## config.mk

```make
export PLATFORM = sky130hd
export DESIGN_NAME = tcq_center
export DESIGN_NICKNAME = d
export VERILOG_FILES = /design/src/rtl/tcq_pkg.sv /design/src/rtl/tcq_center.sv
export SDC_FILE = /design/constraint.sdc
export NUM_CORES = 2
export LEC_CHECK = 0
export ABC_AREA = 1
export BUFFER_PORTS_ARGS = -buffer_cell sky130_fd_sc_hd__buf_2
export CELL_PAD_IN_SITES_DETAIL_PLACEMENT = 2
export CELL_PAD_IN_SITES_GLOBAL_PLACEMENT = 2
export CORE_MARGIN = 5
export CORE_UTILIZATION = 33
export CTS_CLUSTER_DIAMETER = 120
export DETAILED_ROUTE_END_ITERATION = 6
export HOLD_SLACK_MARGIN = 0.05
export PLACE_DENSITY = 0.88
export REMOVE_ABC_BUFFERS = 1
export SYNTH_ARGS = -nofsm -noshare
export SYNTH_HDL_FRONTEND = slang
export SYNTH_SLANG_ARGS = --single-unit
export TNS_END_PERCENT = 50
```

## constraint.sdc

```tcl
create_clock -name clock -period 9.99 [get_ports clock]
set_input_delay 0.4995 -clock clock [delete_from_list [all_inputs] [get_ports clock]]
set_output_delay 0.4995 -clock clock [all_outputs]
set_load 0.005 [all_outputs]
```

## src/rtl/tcq_pkg.sv

```systemverilog
// Shared types and constants for the triangle centroid Q12 transform.
// No dependencies; every other file of the block imports this package.
package tcq_pkg;

   localparam int COORD_W = 16;
   localparam int COEF_W  = 17;
   localparam int ROW_W   = 3 * COEF_W;
   localparam int QUOT_W  = COORD_W + COEF_W - 12;   // one product after /4096
   localparam int CEN_W   = 22;

   // 1/3 as ceil(2^17/3); exact floor for magnitudes below 2^17
   localparam logic [16:0] DIV3_MULT  = 17'd43691;
   localparam int          DIV3_SHIFT = 17;

   // Q12 one and the reset matrix rows (identity)
   localparam logic [ROW_W-1:0] Q12_ONE     = ROW_W'(4096);
   localparam logic [ROW_W-1:0] RESET_ROW_X = Q12_ONE;
   localparam logic [ROW_W-1:0] RESET_ROW_Y = Q12_ONE << COEF_W;
   localparam logic [ROW_W-1:0] RESET_ROW_Z = Q12_ONE << (2 * COEF_W);

   // Register index codes (byte address bits [4:3])
   localparam logic [1:0] CSR_COEF_X = 2'd0;
   localparam logic [1:0] CSR_COEF_Y = 2'd1;
   localparam logic [1:0] CSR_COEF_Z = 2'd2;

   typedef logic signed [COORD_W-1:0] coord_type;
   typedef logic signed [COEF_W-1:0]  coef_type;
   typedef logic signed [QUOT_W-1:0]  quot_type;

   // index 0 = x, 1 = y, 2 = z
   typedef logic [2:0][COORD_W-1:0] vec_type;
   // vertices a, b, c
   typedef vec_type [2:0] tri_type;
   // offsets of a, b, c at 0..2, centroid at 3
   typedef vec_type [3:0] center_type;
   // matrix rows for output x, y, z
   typedef logic [2:0][ROW_W-1:0] coef_mat_type;

   typedef struct packed {
      logic [2:0][2:0][COORD_W-1:0] rel;   // [vertex][axis]
      logic [2:0][CEN_W-1:0]        cen;   // [axis]
   } result_type;

endpackage

```

## src/rtl/tcq_center.sv

```systemverilog
// Centroid stage: per-axis sum / 3 (toward zero) and wrapped vertex offsets.
// Depends on tcq_pkg. One register stage.
module tcq_center (
   input  logic                clock,
   input  logic                reset,
   input  logic                in_valid,
   output logic                in_ready,
   input  tcq_pkg::tri_type    in_data,
   output logic                out_valid,
   input  logic                out_ready,
   output tcq_pkg::center_type out_data
);
   import tcq_pkg::*;

   logic       valid_ff, valid_in;
   center_type data_ff, data_in;

   // (a + b + c) / 3 truncated toward zero; result always fits 16 bits
   function automatic coord_type centroid3(input coord_type a, input coord_type b,
                                           input coord_type c);
      logic signed [17:0] sum;
      logic [16:0]        mag;
      logic [32:0]        prod;
      logic [16:0]        quo;
      logic [16:0]        sgn;
      sum  = 18'(a) + 18'(b) + 18'(c);
      mag  = sum[17] ? 17'(-sum) : sum[16:0];
      prod = 33'(mag) * 33'(DIV3_MULT);
      quo  = {1'b0, prod[32:DIV3_SHIFT]};
      sgn  = sum[17] ? (~quo + 17'd1) : quo;
      return sgn[15:0];
   endfunction

   always_comb begin
      coord_type cen;
      data_in = data_ff;
      for (int k = 0; k < 3; k++) begin
         cen = centroid3(in_data[0][k], in_data[1][k], in_data[2][k]);
         data_in[3][k] = cen;
         for (int i = 0; i < 3; i++) begin
            data_in[i][k] = in_data[i][k] - cen;   // wraps to 16 bits
         end
      end
   end

   assign in_ready = !valid_ff || out_ready;
   assign valid_in = in_ready ? in_valid : valid_ff;

   always_ff @(posedge clock) begin
      if (reset) begin
         valid_ff <= 1'b0;
      end else begin
         valid_ff <= valid_in;
      end
   end

   always_ff @(posedge clock) begin
      if (in_ready && in_valid) begin
         data_ff <= data_in;
      end
   end

   assign out_valid = valid_ff;
   assign out_data  = data_ff;

endmodule

```

==> flow_metrics.env, run 1 <==
export IMPL_synthesis_area_um2=34600
export IMPL_synth_most_common_cell="nand2_1"
export IMPL_cts_max_path_buffers=2
export IMPL_place_area_um2=46400
export IMPL_first_error="[ERROR GRT-0116] Global routing finished with congestion. Check the congestion regions in the DRC Viewer."
export IMPL_hpwlAfterDp_um=206000
export IMPL_synth_common_cells="nand2_1, inv_1, ha_1"
export IMPL_cts_hold_buffers=0
export IMPL_ys_async_sr_fraction_pct=0
export IMPL_synthFlopType="edfxtp_1"
export IMPL_start_util_pct=33.3
export IMPL_place_congestion=0.961
export IMPL_die_h_um=334
export IMPL_ys_types=61
export IMPL_synth_largest_area_cell="ha_1"
export IMPL_first_global_vias=64250
export IMPL_synth_cells=4527
export IMPL_synth_seq_cells=193
export IMPL_status="stopped before the end"
export IMPL_yosysWarnings=0
export IMPL_h_tree_depth=4
export IMPL_synth_top_area_share_pct=18.1
export IMPL_synth_edf_count=192
export IMPL_synth_seq_area_share_pct=16.7
export IMPL_numCtsBuffers=17
export IMPL_overflow=327
export IMPL_grt_start_max_net_pins=132
export IMPL_portBuffers=341
export IMPL_synth_area_leaders="ha_1, fa_1, edfxtp_1, nand2_1, inv_1"
export IMPL_die_w_um=334
export IMPL_cts_root_buf="clkbuf_16"
export IMPL_rows=118
export IMPL_cts_sink_count=193
export IMPL_syn_avg_cell_area_um2=7.65
export IMPL_io_pins=342
export IMPL_grtUsageTotal_pct=73.3
export IMPL_failing_step="global routing"
export IMPL_grt_pass1_wl_um=589000
==> logic make-up after synthesis <==
| family | Yosys count | share of synthesized area, % |
|---|---|---|
| and+or+nand+nor | 1857 | 23.4 |
| buffers and inverters | 1020 | 11.1 |
| adders and majority gates | 804 | 35.6 |
| AOI/OAI and AO/OA | 399 | 6.67 |
| xor gates and xnor gates | 253 | 6.53 |
| DFF | 193 | 16.7 |
| muxes | 1 | 0.0325 |
==> metrics by stage <==
stage                     worst slack (ns)  setup TNS (ns)  hold slack, ns  instances
after CTS                          -0.0933          -0.425          0.0809       7559
after detailed placement             -3.22         -310.11           0.565       7346
after global placement               -1.25          -59.08           0.509       7346
after floorplan                     -0.578         -121.85           0.507       4518
==> routing by layer <==
metal / overflow / GRT usage, %
met1: 5 / 71.2
met3: 0 / 62.6
met2: 191 / 90.3
met4: 131 / 68.6
met5: 0 / 34.8
==> what timing repair did <==
item,CTS
gates resized for setup,870
setup buffers,182
endpoints found under the setup margin,162
pin swaps,309
==> run 2, diff against run 1 <==
--- a/config.mk
+++ b/config.mk
@@ -7,14 +7,10 @@
 export LEC_CHECK = 0
 export ABC_AREA = 1
 export BUFFER_PORTS_ARGS = -buffer_cell sky130_fd_sc_hd__buf_2
-export CELL_PAD_IN_SITES_DETAIL_PLACEMENT = 2
-export CELL_PAD_IN_SITES_GLOBAL_PLACEMENT = 2
 export CORE_MARGIN = 5
-export CORE_UTILIZATION = 33
-export CTS_CLUSTER_DIAMETER = 120
+export CORE_UTILIZATION = 40
 export DETAILED_ROUTE_END_ITERATION = 6
-export HOLD_SLACK_MARGIN = 0.05
-export PLACE_DENSITY = 0.88
+export PLACE_DENSITY_LB_ADDON = 0.15
 export REMOVE_ABC_BUFFERS = 1
 export SYNTH_ARGS = -nofsm -noshare
 export SYNTH_HDL_FRONTEND = slang
==> constraint.sdc (replaced) <==
create_clock -name clock -period 12.99 [get_ports clock]
set_input_delay 0.6495 -clock clock [delete_from_list [all_inputs] [get_ports clock]]
set_output_delay 0.6495 -clock clock [all_outputs]
set_load 0.005 [all_outputs]
==> run 2 against run 1 <==
  * Synthesized area did not move
  * The run now ends clean
  * Synthesized cell count stayed put
==> flow_metrics.env, run 2 <==
export IMPL_status="completed"
export IMPL_worst_path_max_fanout=24
export IMPL_critical_path_class="in2reg"
export IMPL_hold_violations=0
export IMPL_crit_arrival_ns=11.86
export IMPL_synth_common_cells="nand2_1, inv_1, ha_1"
export IMPL_hp_class="in2reg"
export IMPL_synthFlopType="edfxtp_1"
export IMPL_grt_antenna_before_repair=21
export IMPL_finalWorstPathRequiredPeriod_ns=11.60
export IMPL_slowest_delay_ns=0.78
export IMPL_cts_root_buf="clkbuf_16"
export IMPL_drcViolationCount=0
export IMPL_synth_most_common_cell="nand2_1"
export IMPL_slowest_stage="o21ai_0"
export IMPL_finalSetupViolations=0
export IMPL_setup_tns_ns=0
export IMPL_die_h_um=304
export IMPL_cts_sink_count=193
export IMPL_synth_area_leaders="ha_1, fa_1, edfxtp_1, nand2_1, inv_1"
export IMPL_overflow=0
export IMPL_first_global_vias=30106
export IMPL_tightest_slew_ns=1.04
export IMPL_area_growth_syn_to_layout_pct=11.1
export IMPL_fin_crit_sh_pct=89.3
export IMPL_crit_path_end_kind="register"
export IMPL_start_util_pct=40.5
export IMPL_wl_um=110000
export IMPL_max_slew_margin_pct=30.4
export IMPL_synthesis_area_um2=34600
export IMPL_synth_top_area_share_pct=18.1
export IMPL_rsz0062_at_grt="false"
export IMPL_grt_start_max_net_pins=72
export IMPL_drtAntennaViolNets=0
export IMPL_grt_pass1_wl_um=172000
export IMPL_vias_per_cell=4.92
export IMPL_maxCapViolations=0
export IMPL_cts_max_path_buffers=2
export IMPL_wl_per_cell_um=18.2
export IMPL_portBuffers=341
export IMPL_fmax_mhz=86.2
export IMPL_hpwlAfterDp_um=98700
export IMPL_drv_slew=0
export IMPL_ys_async_sr_fraction_pct=0
export IMPL_cts_setup_buffers=0
export IMPL_coreArea_um2=85500
export IMPL_drt_iter0_markers=1699
export IMPL_synth_seq_area_share_pct=16.7
export IMPL_ys_types=61
export IMPL_skew_ns=0.0199
export IMPL_cts_tree="built"
export IMPL_nets=5846
export IMPL_cts_repair_resized=0
export IMPL_cts_hold_buffers=0
export IMPL_startpoint_type="primary input"
export IMPL_synth_cells=4527
export IMPL_synth_largest_area_cell="ha_1"
export IMPL_clkTransAtPathRegs_ns=0.08
export IMPL_rows=107
export IMPL_largest_reg_flops=192
export IMPL_die_w_um=304
export IMPL_place_congestion=0.949
export IMPL_grtUsageTotal_pct=23.7
export IMPL_holdPathStages=2
export IMPL_dr_pass1_iters=6
export IMPL_io_pins=342
export IMPL_insertion_delay_ns=0.50
export IMPL_crit_required_ns=13.25
export IMPL_numCtsBuffers=17
export IMPL_nFillCells=8841
export IMPL_vias=29837
export IMPL_crit_top_cell="nand2_1"
export IMPL_reg2reg_depth=3
export IMPL_h_tree_depth=4
export IMPL_final_cell_mix="nand2_1, inv_1, ha_1, buf_2, nor2_1"
export IMPL_dieArea_um2=92500
export IMPL_drive_gt1_share_pct=11.0
export IMPL_yosysWarnings=0
export IMPL_synth_edf_count=192
export IMPL_syn_avg_cell_area_um2=7.65
export IMPL_layout_commonest_cell="nand2_1"
export IMPL_synth_seq_cells=193
==> run 2: cell counts after synthesis <==
Identical to the previous run, type by type.
==> run 2: kinds of logic (layout without fill, tap and decap cells) <==
family | count (synthesis) | count (layout) | share of synthesized area [%]
buffers and inverters | 1020 | 1401 | 11.1
muxes | 1 | 1 | 0.0325
AOI/OAI and AO/OA | 399 | 399 | 6.67
xor gates and xnor gates | 253 | 253 | 6.53
and+or+nand+nor | 1857 | 1857 | 23.4
other | 0 | 13 | 0
DFF | 193 | 193 | 16.7
adders and majority gates | 804 | 804 | 35.6
==> run 2: per-stage QoR <==
stage	std cells	utilization (%)	hold slack (ns)	setup WS (ns)	instance area, um2
floorplan	4518	-	0.507	2.27	34600
global placement	6020	44.3	0.520	1.10	37900
detailed placement	6020	44.3	0.524	0.928	37900
CTS	6052	44.9	0.239	1.44	38400
global route	6062	45.0	0.253	0.448	38500
finish	6065	45.0	0.289	1.39	38500
==> run 2: final cells by class <==
cell class,count,area [um2],area share (%)
clock buffer,19,443,1.15
tap,1144,1430,3.72
timing repair buffer,358,1830,4.77
antenna,13,32.5,0.0845
inverter,1011,3790,9.86
sequential,193,5790,15.0
multi-input combinational,3314,25000,65.0
clock inverter,13,143,0.371
==> run 2: final timing paths <==
kind / from / end / slack [ns]
max: in_data[33] / out_data[143]$_DFFE_PP_ / 1.39
min: reset / out_valid$_SDFFE_PP0N_ / 0.29
max reg2reg: out_valid$_SDFFE_PP0N_ / out_data[70]$_DFFE_PP_ / 10.43
min reg2reg: out_valid$_SDFFE_PP0N_ / out_valid$_SDFFE_PP0N_ / 0.53
==> run 2: worst max-delay path: cells and delay by family <==
kind	cells	cell delay, ns
adders and majority gates	12	4.82
and+or+nand+nor	24	2.72
AOI/OAI and AO/OA	7	2.41
buffers and inverters	13	1.24
==> run 2: layer usage <==
metal  share of wire (%)  track usage [%]  vias to the layer above
met5               0.043                0                        -
met4                 1.6             5.01                        8
met3                 5.0             3.26                       88
met2                  47             39.9                      694
met1                  47             32.7                    13984
li1                    -                -                    15063
Power of run 2 is not shown: default switching activity piles up to over one toggle a cycle in this logic, so the estimate is an artifact.
