[config.mk]
export PLATFORM = sky130hd
export DESIGN_NAME = tcq_csr
export DESIGN_NICKNAME = d
export VERILOG_FILES = /design/src/rtl/tcq_pkg.sv /design/src/rtl/tcq_csr.sv
export SDC_FILE = /design/constraint.sdc
export NUM_CORES = 1
export LEC_CHECK = 0
export BUFFER_PORTS_ARGS = -buffer_cell sky130_fd_sc_hd__buf_2
export CAP_MARGIN = 5
export CORE_ASPECT_RATIO = 1.75
export CORE_MARGIN = 3
export CORE_UTILIZATION = 40
export CTS_CLUSTER_SIZE = 8
export DETAILED_ROUTE_END_ITERATION = 12
export GPL_TIMING_DRIVEN = 0
export PLACE_DENSITY = 0.68
export SLEW_MARGIN = 0
export SYNTH_ARGS = -nofsm -noshare
export SYNTH_HDL_FRONTEND = slang
export SYNTH_SLANG_ARGS = --single-unit
[constraint.sdc]
create_clock -name clock -period 2.3 [get_ports clock]
set_input_delay 0.46 -clock clock [delete_from_list [all_inputs] [get_ports clock]]
set_output_delay 0.46 -clock clock [all_outputs]
set_load 0.03 [all_outputs]
[src/rtl/tcq_pkg.sv]
// Shared types and constants for the triangle centroid Q12 transform.
// No dependencies; every other file of the block imports this package.
package tcq_pkg;

   localparam int COORD_W = 16;
   localparam int COEF_W  = 17;
   localparam int ROW_W   = 3 * COEF_W;
   localparam int QUOT_W  = COORD_W + COEF_W - 12;   // one product after /4096
   localparam int CEN_W   = 22;

   // 1/3 as ceil(2^17/3); exact floor for magnitudes below 2^17
   localparam logic [16:0] DIV3_MULT  = 17'd43691;
   localparam int          DIV3_SHIFT = 17;

   // Q12 one and the reset matrix rows (identity)
   localparam logic [ROW_W-1:0] Q12_ONE     = ROW_W'(4096);
   localparam logic [ROW_W-1:0] RESET_ROW_X = Q12_ONE;
   localparam logic [ROW_W-1:0] RESET_ROW_Y = Q12_ONE << COEF_W;
   localparam logic [ROW_W-1:0] RESET_ROW_Z = Q12_ONE << (2 * COEF_W);

   // Register index codes (byte address bits [4:3])
   localparam logic [1:0] CSR_COEF_X = 2'd0;
   localparam logic [1:0] CSR_COEF_Y = 2'd1;
   localparam logic [1:0] CSR_COEF_Z = 2'd2;

   typedef logic signed [COORD_W-1:0] coord_type;
   typedef logic signed [COEF_W-1:0]  coef_type;
   typedef logic signed [QUOT_W-1:0]  quot_type;

   // index 0 = x, 1 = y, 2 = z
   typedef logic [2:0][COORD_W-1:0] vec_type;
   // vertices a, b, c
   typedef vec_type [2:0] tri_type;
   // offsets of a, b, c at 0..2, centroid at 3
   typedef vec_type [3:0] center_type;
   // matrix rows for output x, y, z
   typedef logic [2:0][ROW_W-1:0] coef_mat_type;

   typedef struct packed {
      logic [2:0][2:0][COORD_W-1:0] rel;   // [vertex][axis]
      logic [2:0][CEN_W-1:0]        cen;   // [axis]
   } result_type;

endpackage

[src/rtl/tcq_csr.sv]
// Configuration registers of the centroid transform: three 51-bit matrix rows.
// Depends on tcq_pkg.
module tcq_csr (
   input  logic                 clock,
   input  logic                 reset,
   input  logic                 csr_psel,
   input  logic                 csr_penable,
   input  logic                 csr_pwrite,
   input  logic [4:0]           csr_paddr,
   input  logic [63:0]          csr_pwdata,
   output logic [63:0]          csr_prdata,
   output logic                 csr_pready,
   output tcq_pkg::coef_mat_type coef
);
   import tcq_pkg::*;

   logic [ROW_W-1:0] row_x_ff, row_x_in;
   logic [ROW_W-1:0] row_y_ff, row_y_in;
   logic [ROW_W-1:0] row_z_ff, row_z_in;
   logic             wr_en;
   logic [ROW_W-1:0] rd_row;

   assign csr_pready = 1'b1;
   assign wr_en      = csr_psel && csr_penable && csr_pwrite;

   always_comb begin
      row_x_in = row_x_ff;
      row_y_in = row_y_ff;
      row_z_in = row_z_ff;
      if (wr_en) begin
         case (csr_paddr[4:3])
            CSR_COEF_X: row_x_in = csr_pwdata[ROW_W-1:0];
            CSR_COEF_Y: row_y_in = csr_pwdata[ROW_W-1:0];
            CSR_COEF_Z: row_z_in = csr_pwdata[ROW_W-1:0];
            default:    ;   // no register there
         endcase
      end
   end

   always_ff @(posedge clock) begin
      if (reset) begin
         row_x_ff <= RESET_ROW_X;
         row_y_ff <= RESET_ROW_Y;
         row_z_ff <= RESET_ROW_Z;
      end else begin
         row_x_ff <= row_x_in;
         row_y_ff <= row_y_in;
         row_z_ff <= row_z_in;
      end
   end

   always_comb begin
      case (csr_paddr[4:3])
         CSR_COEF_X: rd_row = row_x_ff;
         CSR_COEF_Y: rd_row = row_y_ff;
         CSR_COEF_Z: rd_row = row_z_ff;
         default:    rd_row = '0;
      endcase
   end

   assign csr_prdata = {{(64 - ROW_W){1'b0}}, rd_row};
   assign coef       = {row_z_ff, row_y_ff, row_x_ff};

endmodule

==> results of run 1 <==
==> final timing paths <==
kind                                     start              to  slack (ns)  depth (start not counted)
worst max register to register    row_x_ff[22]    row_x_ff[22]        1.61                          2
worst min-delay path            csr_pwdata[29]    row_y_ff[29]        0.32                          3
worst min register to register    row_x_ff[13]    row_x_ff[13]        0.48                          2
worst max-delay path              csr_paddr[3]  csr_prdata[13]        0.11                          6
==> cell families after synthesis <==
group	share of synthesized area
and+or+nand+nor	0.2091
muxes	0.2806
DFF	0.4209
buffers and inverters	0.05330
AOI/OAI and AO/OA	0.03507
other	0.001032
==> layout make-up <==
class	count	area, sq um	share of cell area
multi-input combinational	534	3871	0.4064
sequential	153	3063	0.3216
buffer	72	409.1	0.04295
clock inverter	13	136.4	0.01432
antenna	1	2.502	0.0002627
clock buffer	19	452.9	0.04755
timing repair buffer	260	1301	0.1366
tap	231	289.0	0.03034
==> sequential cells by signal, summed over array words and instances (netlist names) <==
register / flops
row_x_ff: 51
row_z_ff: 51
row_y_ff: 51
==> metrics by stage <==
| stage | hold WS, ns | util | setup TNS, ns | total power, mW |
|---|---|---|---|---|
| detailed placement | 0.4731 | 0.5036 | -1.225 | 3.378 |
| CTS | 0.3069 | 0.5374 | 0 | 6.164 |
| floorplan | 0.6061 | - | 0 | 3.170 |
| global route | 0.3125 | 0.5382 | -0.01097 | 6.336 |
| finish | 0.3199 | 0.5382 | 0 | 6.097 |
| global placement | 0.4714 | 0.5036 | -0.3303 | 3.375 |
==> power by group through the flow <==
stage,sequential (mW),clock [mW],combinational (mW)
2_1_floorplan,2.83,0,0.336
3_3_place_gp,2.77,0,0.603
3_5_place_dp,2.77,0,0.606
4_1_cts,2.71,2.84,0.609
5_1_grt,2.72,2.97,0.650
6_report,2.71,2.78,0.603
==> worst max-delay path: stages <==
cell and delay [ns]:
buf_2 0.09, buf_2 0.26, clkbuf_4 0.33, mux2i_1 0.10, o21ai_0 0.23, buf_2 0.25
==> placed cells by master, fill, tap and decap left out, types with 4 or more instances in the layout <==
master     instances
buf_2            271
mux2i_1          204
nand2b_1         201
dfxtp_1          153
nand2_1           51
o21ai_0           51
clkbuf_1          27
buf_4             19
clkbuf_16         17
conb_1            14
clkbuf_2           7
nor2_1             6
clkbuf_4           4
buf_6              4
clkinv_4           4
==> repair_timing <==
action	in CTS	in global routing
resized for setup	6	8
setup endpoints to repair	34	24
setup buffers	0	0
==> per-layer routing <==
metal | wire, microns | track usage
met2 | 12020 | 0.4180
met1 | 8960 | 0.2562
met3 | 989 | 0.03961
met4 | 651 | 0.09403
met5 | 0 | 0
==> results_dict.tcl, run 1 <==
set metrics [dict create \
    status "completed" \
    yosys_warnings 0 \
    num_vias 6214 \
    drtPass1Iterations 4 \
    yosys.cell_count.top_type "mux2i_1" \
    pwr-share-comb 0.099 \
    critPathCaptureType "output pin" \
    arrival_ns 1.73 \
    drt-total-wl_microns 22620 \
    period_share 0.9506 \
    synth.distinct_cells 18 \
    port_buffers 260 \
    cts_max_level 4 \
    grt_pass1_wl_microns 35160 \
    dpl.hpwl_microns 17040 \
    power_switching_mw 1.604 \
    cts_buffers 17 \
    place_area_sq_mm 0.008912 \
    ant_nets 0 \
    intPower_mw 4.492 \
    clk-insertion-delay-late_ns 0.41 \
    gp_congestion 0.7855 \
    post_drt_wl_per_cell_microns 17.63 \
    fin_cells 1283 \
    power_density_mw_per_mm2 640.1 \
    ios 292 \
    ys.flop_type "dfxtp_1" \
    synth_edf_count 0 \
    cts_root_buf "clkbuf_16" \
    cts_tree "built" \
    die_h_microns 184.4 \
    std_cell_rows 64 \
    setup_violations 0 \
    via_per_inst 4.843 \
    vdd_ir_drop_max_mv 0.4274 \
    critical_path.startpoint_type "input port" \
    grt_max_degree 17 \
    cap_violations 0 \
    syn_area_per_cell_sq_um 9.742 \
    finish.instance_area_sq_mm 0.009525 \
    drive_above_1_share 0.3216 \
    first_iter_violations 159 \
    drcViolationCount 0 \
    synth_common_cells "mux2i_1 (204), nand2b_1 (201), dfxtp_1 (153)" \
    max-clock-path-buffers 2 \
    period_minus_slack_ns 2.186 \
    power_frac_seq 0.445 \
    slew_viol_final 0 \
    netlist_area_sq_mm 0.007277 \
    synth_top_area_cell "dfxtp_1" \
    overflow 0 \
    worst_pin_slew_ns 0.6903 \
    async_flop_share 0 \
    clkTransAtPathRegs_ns 0.06 \
    hold_viol_final 0 \
    place_ws_ns -0.1757 \
    fillerInstances 1692 \
    synthCells 747 \
    synth.area.top_cells "dfxtp_1 (42%), mux2i_1 (28%), nand2b_1 (17%)" \
    placed_cells 1250 \
    worst_clock_skew_ns 0 \
    grt_antenna_before_repair 1 \
    clock_sinks 153 \
    worstPathRequired_ns 1.84 \
    synth_top_area_share 0.4209 \
    swShare 0.2632 \
    clkPwrFrac 0.456 \
    grt_pass1_vias 6373 \
    cp_max_fo 10 \
    start_util 0.4112 \
    gr-usage-all-layers 0.2279 \
    crit_type "in -> out" \
    power_leakage_nw 4.932 \
    synthToLayoutAreaGrowth_pct 30.90 \
    timing.final.ws_setup_ns 0.1135 \
    die_w_microns 108.0 \
    worst_slew_margin_rel 0.5373 \
    ys_seq_area_frac 0.4209 \
    final_nets 1112 \
    min_path_type "in -> reg" \
    max_freq_mhz 457.4 \
    core_region_area_sq_mm 0.01770 \
    postCtsHoldBufs 0 \
    ys_seq_elements 153 \
    dieArea_sq_mm 0.01991 \
]
Power figures use the tool's default switching activity.
==> run 2, diff against run 1 <==
--- a/config.mk
+++ b/config.mk
@@ -13,7 +13,8 @@
 export CTS_CLUSTER_SIZE = 8
 export DETAILED_ROUTE_END_ITERATION = 12
 export GPL_TIMING_DRIVEN = 0
-export PLACE_DENSITY = 0.68
+export HOLD_SLACK_MARGIN = 0.03
+export PLACE_DENSITY = 0.64
 export SLEW_MARGIN = 0
 export SYNTH_ARGS = -nofsm -noshare
 export SYNTH_HDL_FRONTEND = slang
==> run 2 against run 1 <==
The run now ends with setup timing left. Via count down 0.42%. Clock power barely moved. Cell area decreased by 0.18%. Hold slack better by 0.0062 ns. Cell count is the same. Critical path depth is 1 lower. First-iteration DRC count increased by 4.4%. Clock-buffer cell count unchanged. Sequential share of layout area up 0.059 points. Die area unchanged. Combinational power hardly changed. Worst setup slack lost 0.12 ns. Critical path type unchanged. Largest power group unchanged.
==> results_dict.tcl, run 2 (synthesized netlist as in run 1, its figures left out) <==
set metrics [dict create \
    clk-insertion-delay-late_ns 0.40 \
    die_h_microns 184.4 \
    power_density_mw_per_mm2 637.8 \
    timing.final.ws_setup_ns -0.002450 \
    gp_congestion 0.7751 \
    cp_max_fo 10 \
    rrSetupSlack_ns 1.60 \
    intPower_mw 4.521 \
    cts_max_level 4 \
    final_common_cell "buf_2" \
    core_region_area_sq_mm 0.01770 \
    power_frac_seq 0.447 \
    synthToLayoutAreaGrowth_pct 30.66 \
    setup_violations 1 \
    overflow 0 \
    pwr-share-comb 0.099 \
    num_vias 6188 \
    final_cell_mix "buf_2 (273), mux2i_1 (204), nand2b_1 (201), dfxtp_1 (153)" \
    worstHoldStart "csr_pwdata[29]" \
    r2r_cells 2 \
    period_share 1.001 \
    port_buffers 260 \
    critPathCaptureType "output pin" \
    fillerInstances 1759 \
    cap_violations 0 \
    max-clock-path-buffers 2 \
    place_ws_ns -0.1658 \
    worst_clock_skew_ns 0 \
    vdd_ir_drop_max_mv 0.4740 \
    std_cell_rows 64 \
    drive_above_1_share 0.3190 \
    final_nets 1112 \
    rr_startpoint "row_y_ff[21]" \
    place_area_sq_mm 0.008912 \
    drcViolationCount 0 \
    ant_nets 0 \
    power_switching_mw 1.543 \
    cts_tree "built" \
    grt_antenna_before_repair 4 \
    grt_pass1_vias 6321 \
    min_path_type "in -> reg" \
    dieArea_sq_mm 0.01991 \
    clock_sinks 153 \
    rsz0062_at_grt "true" \
    crit_type "in -> out" \
    startpoint "csr_paddr[4]" \
    dpl.hpwl_microns 17030 \
    hold_viol_final 0 \
    worst_slew_margin_rel 0.5327 \
    finish.instance_area_sq_mm 0.009508 \
    first_iter_violations 166 \
    status "finished, violations left" \
    crit_path_cell_trace "buf_2, clkbuf_1, clkbuf_1, o21ai_0, buf_2" \
    arrival_ns 1.84 \
    violations "setup timing" \
    ios 292 \
    critical_path.startpoint_type "input port" \
    slew_viol_final 0 \
    reg.largest.list "row_x_ff (51), row_y_ff (51), row_z_ff (51)" \
    start_util 0.4112 \
    cts_setup_buffers 0 \
    cts_root_buf "clkbuf_16" \
    max_freq_mhz 434.3 \
    clkPwrFrac 0.453 \
    clkTransAtPathRegs_ns 0.06 \
    finalPower_mw 6.064 \
    post_drt_wl_per_cell_microns 17.57 \
    grt_pass1_wl_microns 34980 \
    die_w_microns 108.0 \
    holdPathStages 3 \
    grt_max_degree 17 \
    gr-usage-all-layers 0.2264 \
    drtPass1Iterations 4 \
    critPathMaxStageDelay_ns 0.44 \
    cts_buffers 17 \
    worst_pin_slew_ns 0.6971 \
    period_minus_slack_ns 2.302 \
    worstPathRequired_ns 1.84 \
    via_per_inst 4.823 \
    swShare 0.2545 \
    power_leakage_nw 4.920 \
    critPathSlowestCell "clkbuf_1" \
    drt-total-wl_microns 22540 \
]
[run 2: cell count changes in the layout (fill, tap and decap cells not counted), moves of 2 or more]
cell	delta
clkbuf_4	-2
clkbuf_8	-2
buf_2	+2
inv_8	-3
clkbuf_1	+2
inv_6	+2
[run 2: timing repair]
action,CTS,global route
gates resized for setup,4,10
setup endpoints to repair,12,40
hold buffers,0,0
[run 2: worst paths after layout]
path,end
min reg2reg,row_x_ff[28]
max,csr_prdata[18]
min,row_y_ff[29]
max reg2reg,row_y_ff[21]
[run 2: metrics by stage]
stage / hold WS, ns / utilization / std cells / TNS, ns
2_1_floorplan: 0.6061 / - / 759 / 0
3_3_place_gp: 0.4707 / 0.5036 / 1250 / -0.1952
3_5_place_dp: 0.4775 / 0.5036 / 1250 / -0.3875
4_1_cts: 0.3103 / 0.5364 / 1281 / 0
5_1_grt: 0.3387 / 0.5373 / 1283 / -1.449
6_report: 0.3261 / 0.5373 / 1283 / -0.002450
[run 2: worst max-delay path, delay by kind of cell]
family / cells / cell delay, ns
AO/OA/AOI/OAI: 1 / 0.21
buffers and inverters: 4 / 1.16
[run 2: cell type report]
cell class                      count  area, sq um  area share
Antenna cell                        2        5.005   0.0005264
Buffer                             72        404.1     0.04251
Clock buffer                       19        432.9     0.04553
Clock inverter                     12        141.4     0.01487
Multi-Input combinational cell    534         3871      0.4072
Sequential cell                   153         3063      0.3221
Tap cell                          231        289.0     0.03040
Timing Repair Buffer              260         1301      0.1369
[run 2: routing by layer]
layer  track usage  up-vias  part of all wire
met5             0        -            0.0012
met2        0.4237      198              0.54
li1              -     3046                 -
met3       0.04101       37             0.048
met4       0.08544        4             0.028
met1        0.2493     2903              0.39
[run 2: power groups by stage]
stage | combinational [mW] | clock (mW) | sequential, mW
after floorplan | 0.336 | 0 | 2.83
after global placement | 0.604 | 0 | 2.77
after detailed placement | 0.607 | 0 | 2.77
after CTS | 0.609 | 2.80 | 2.71
after global routing | 0.652 | 2.91 | 2.72
final | 0.603 | 2.75 | 2.71
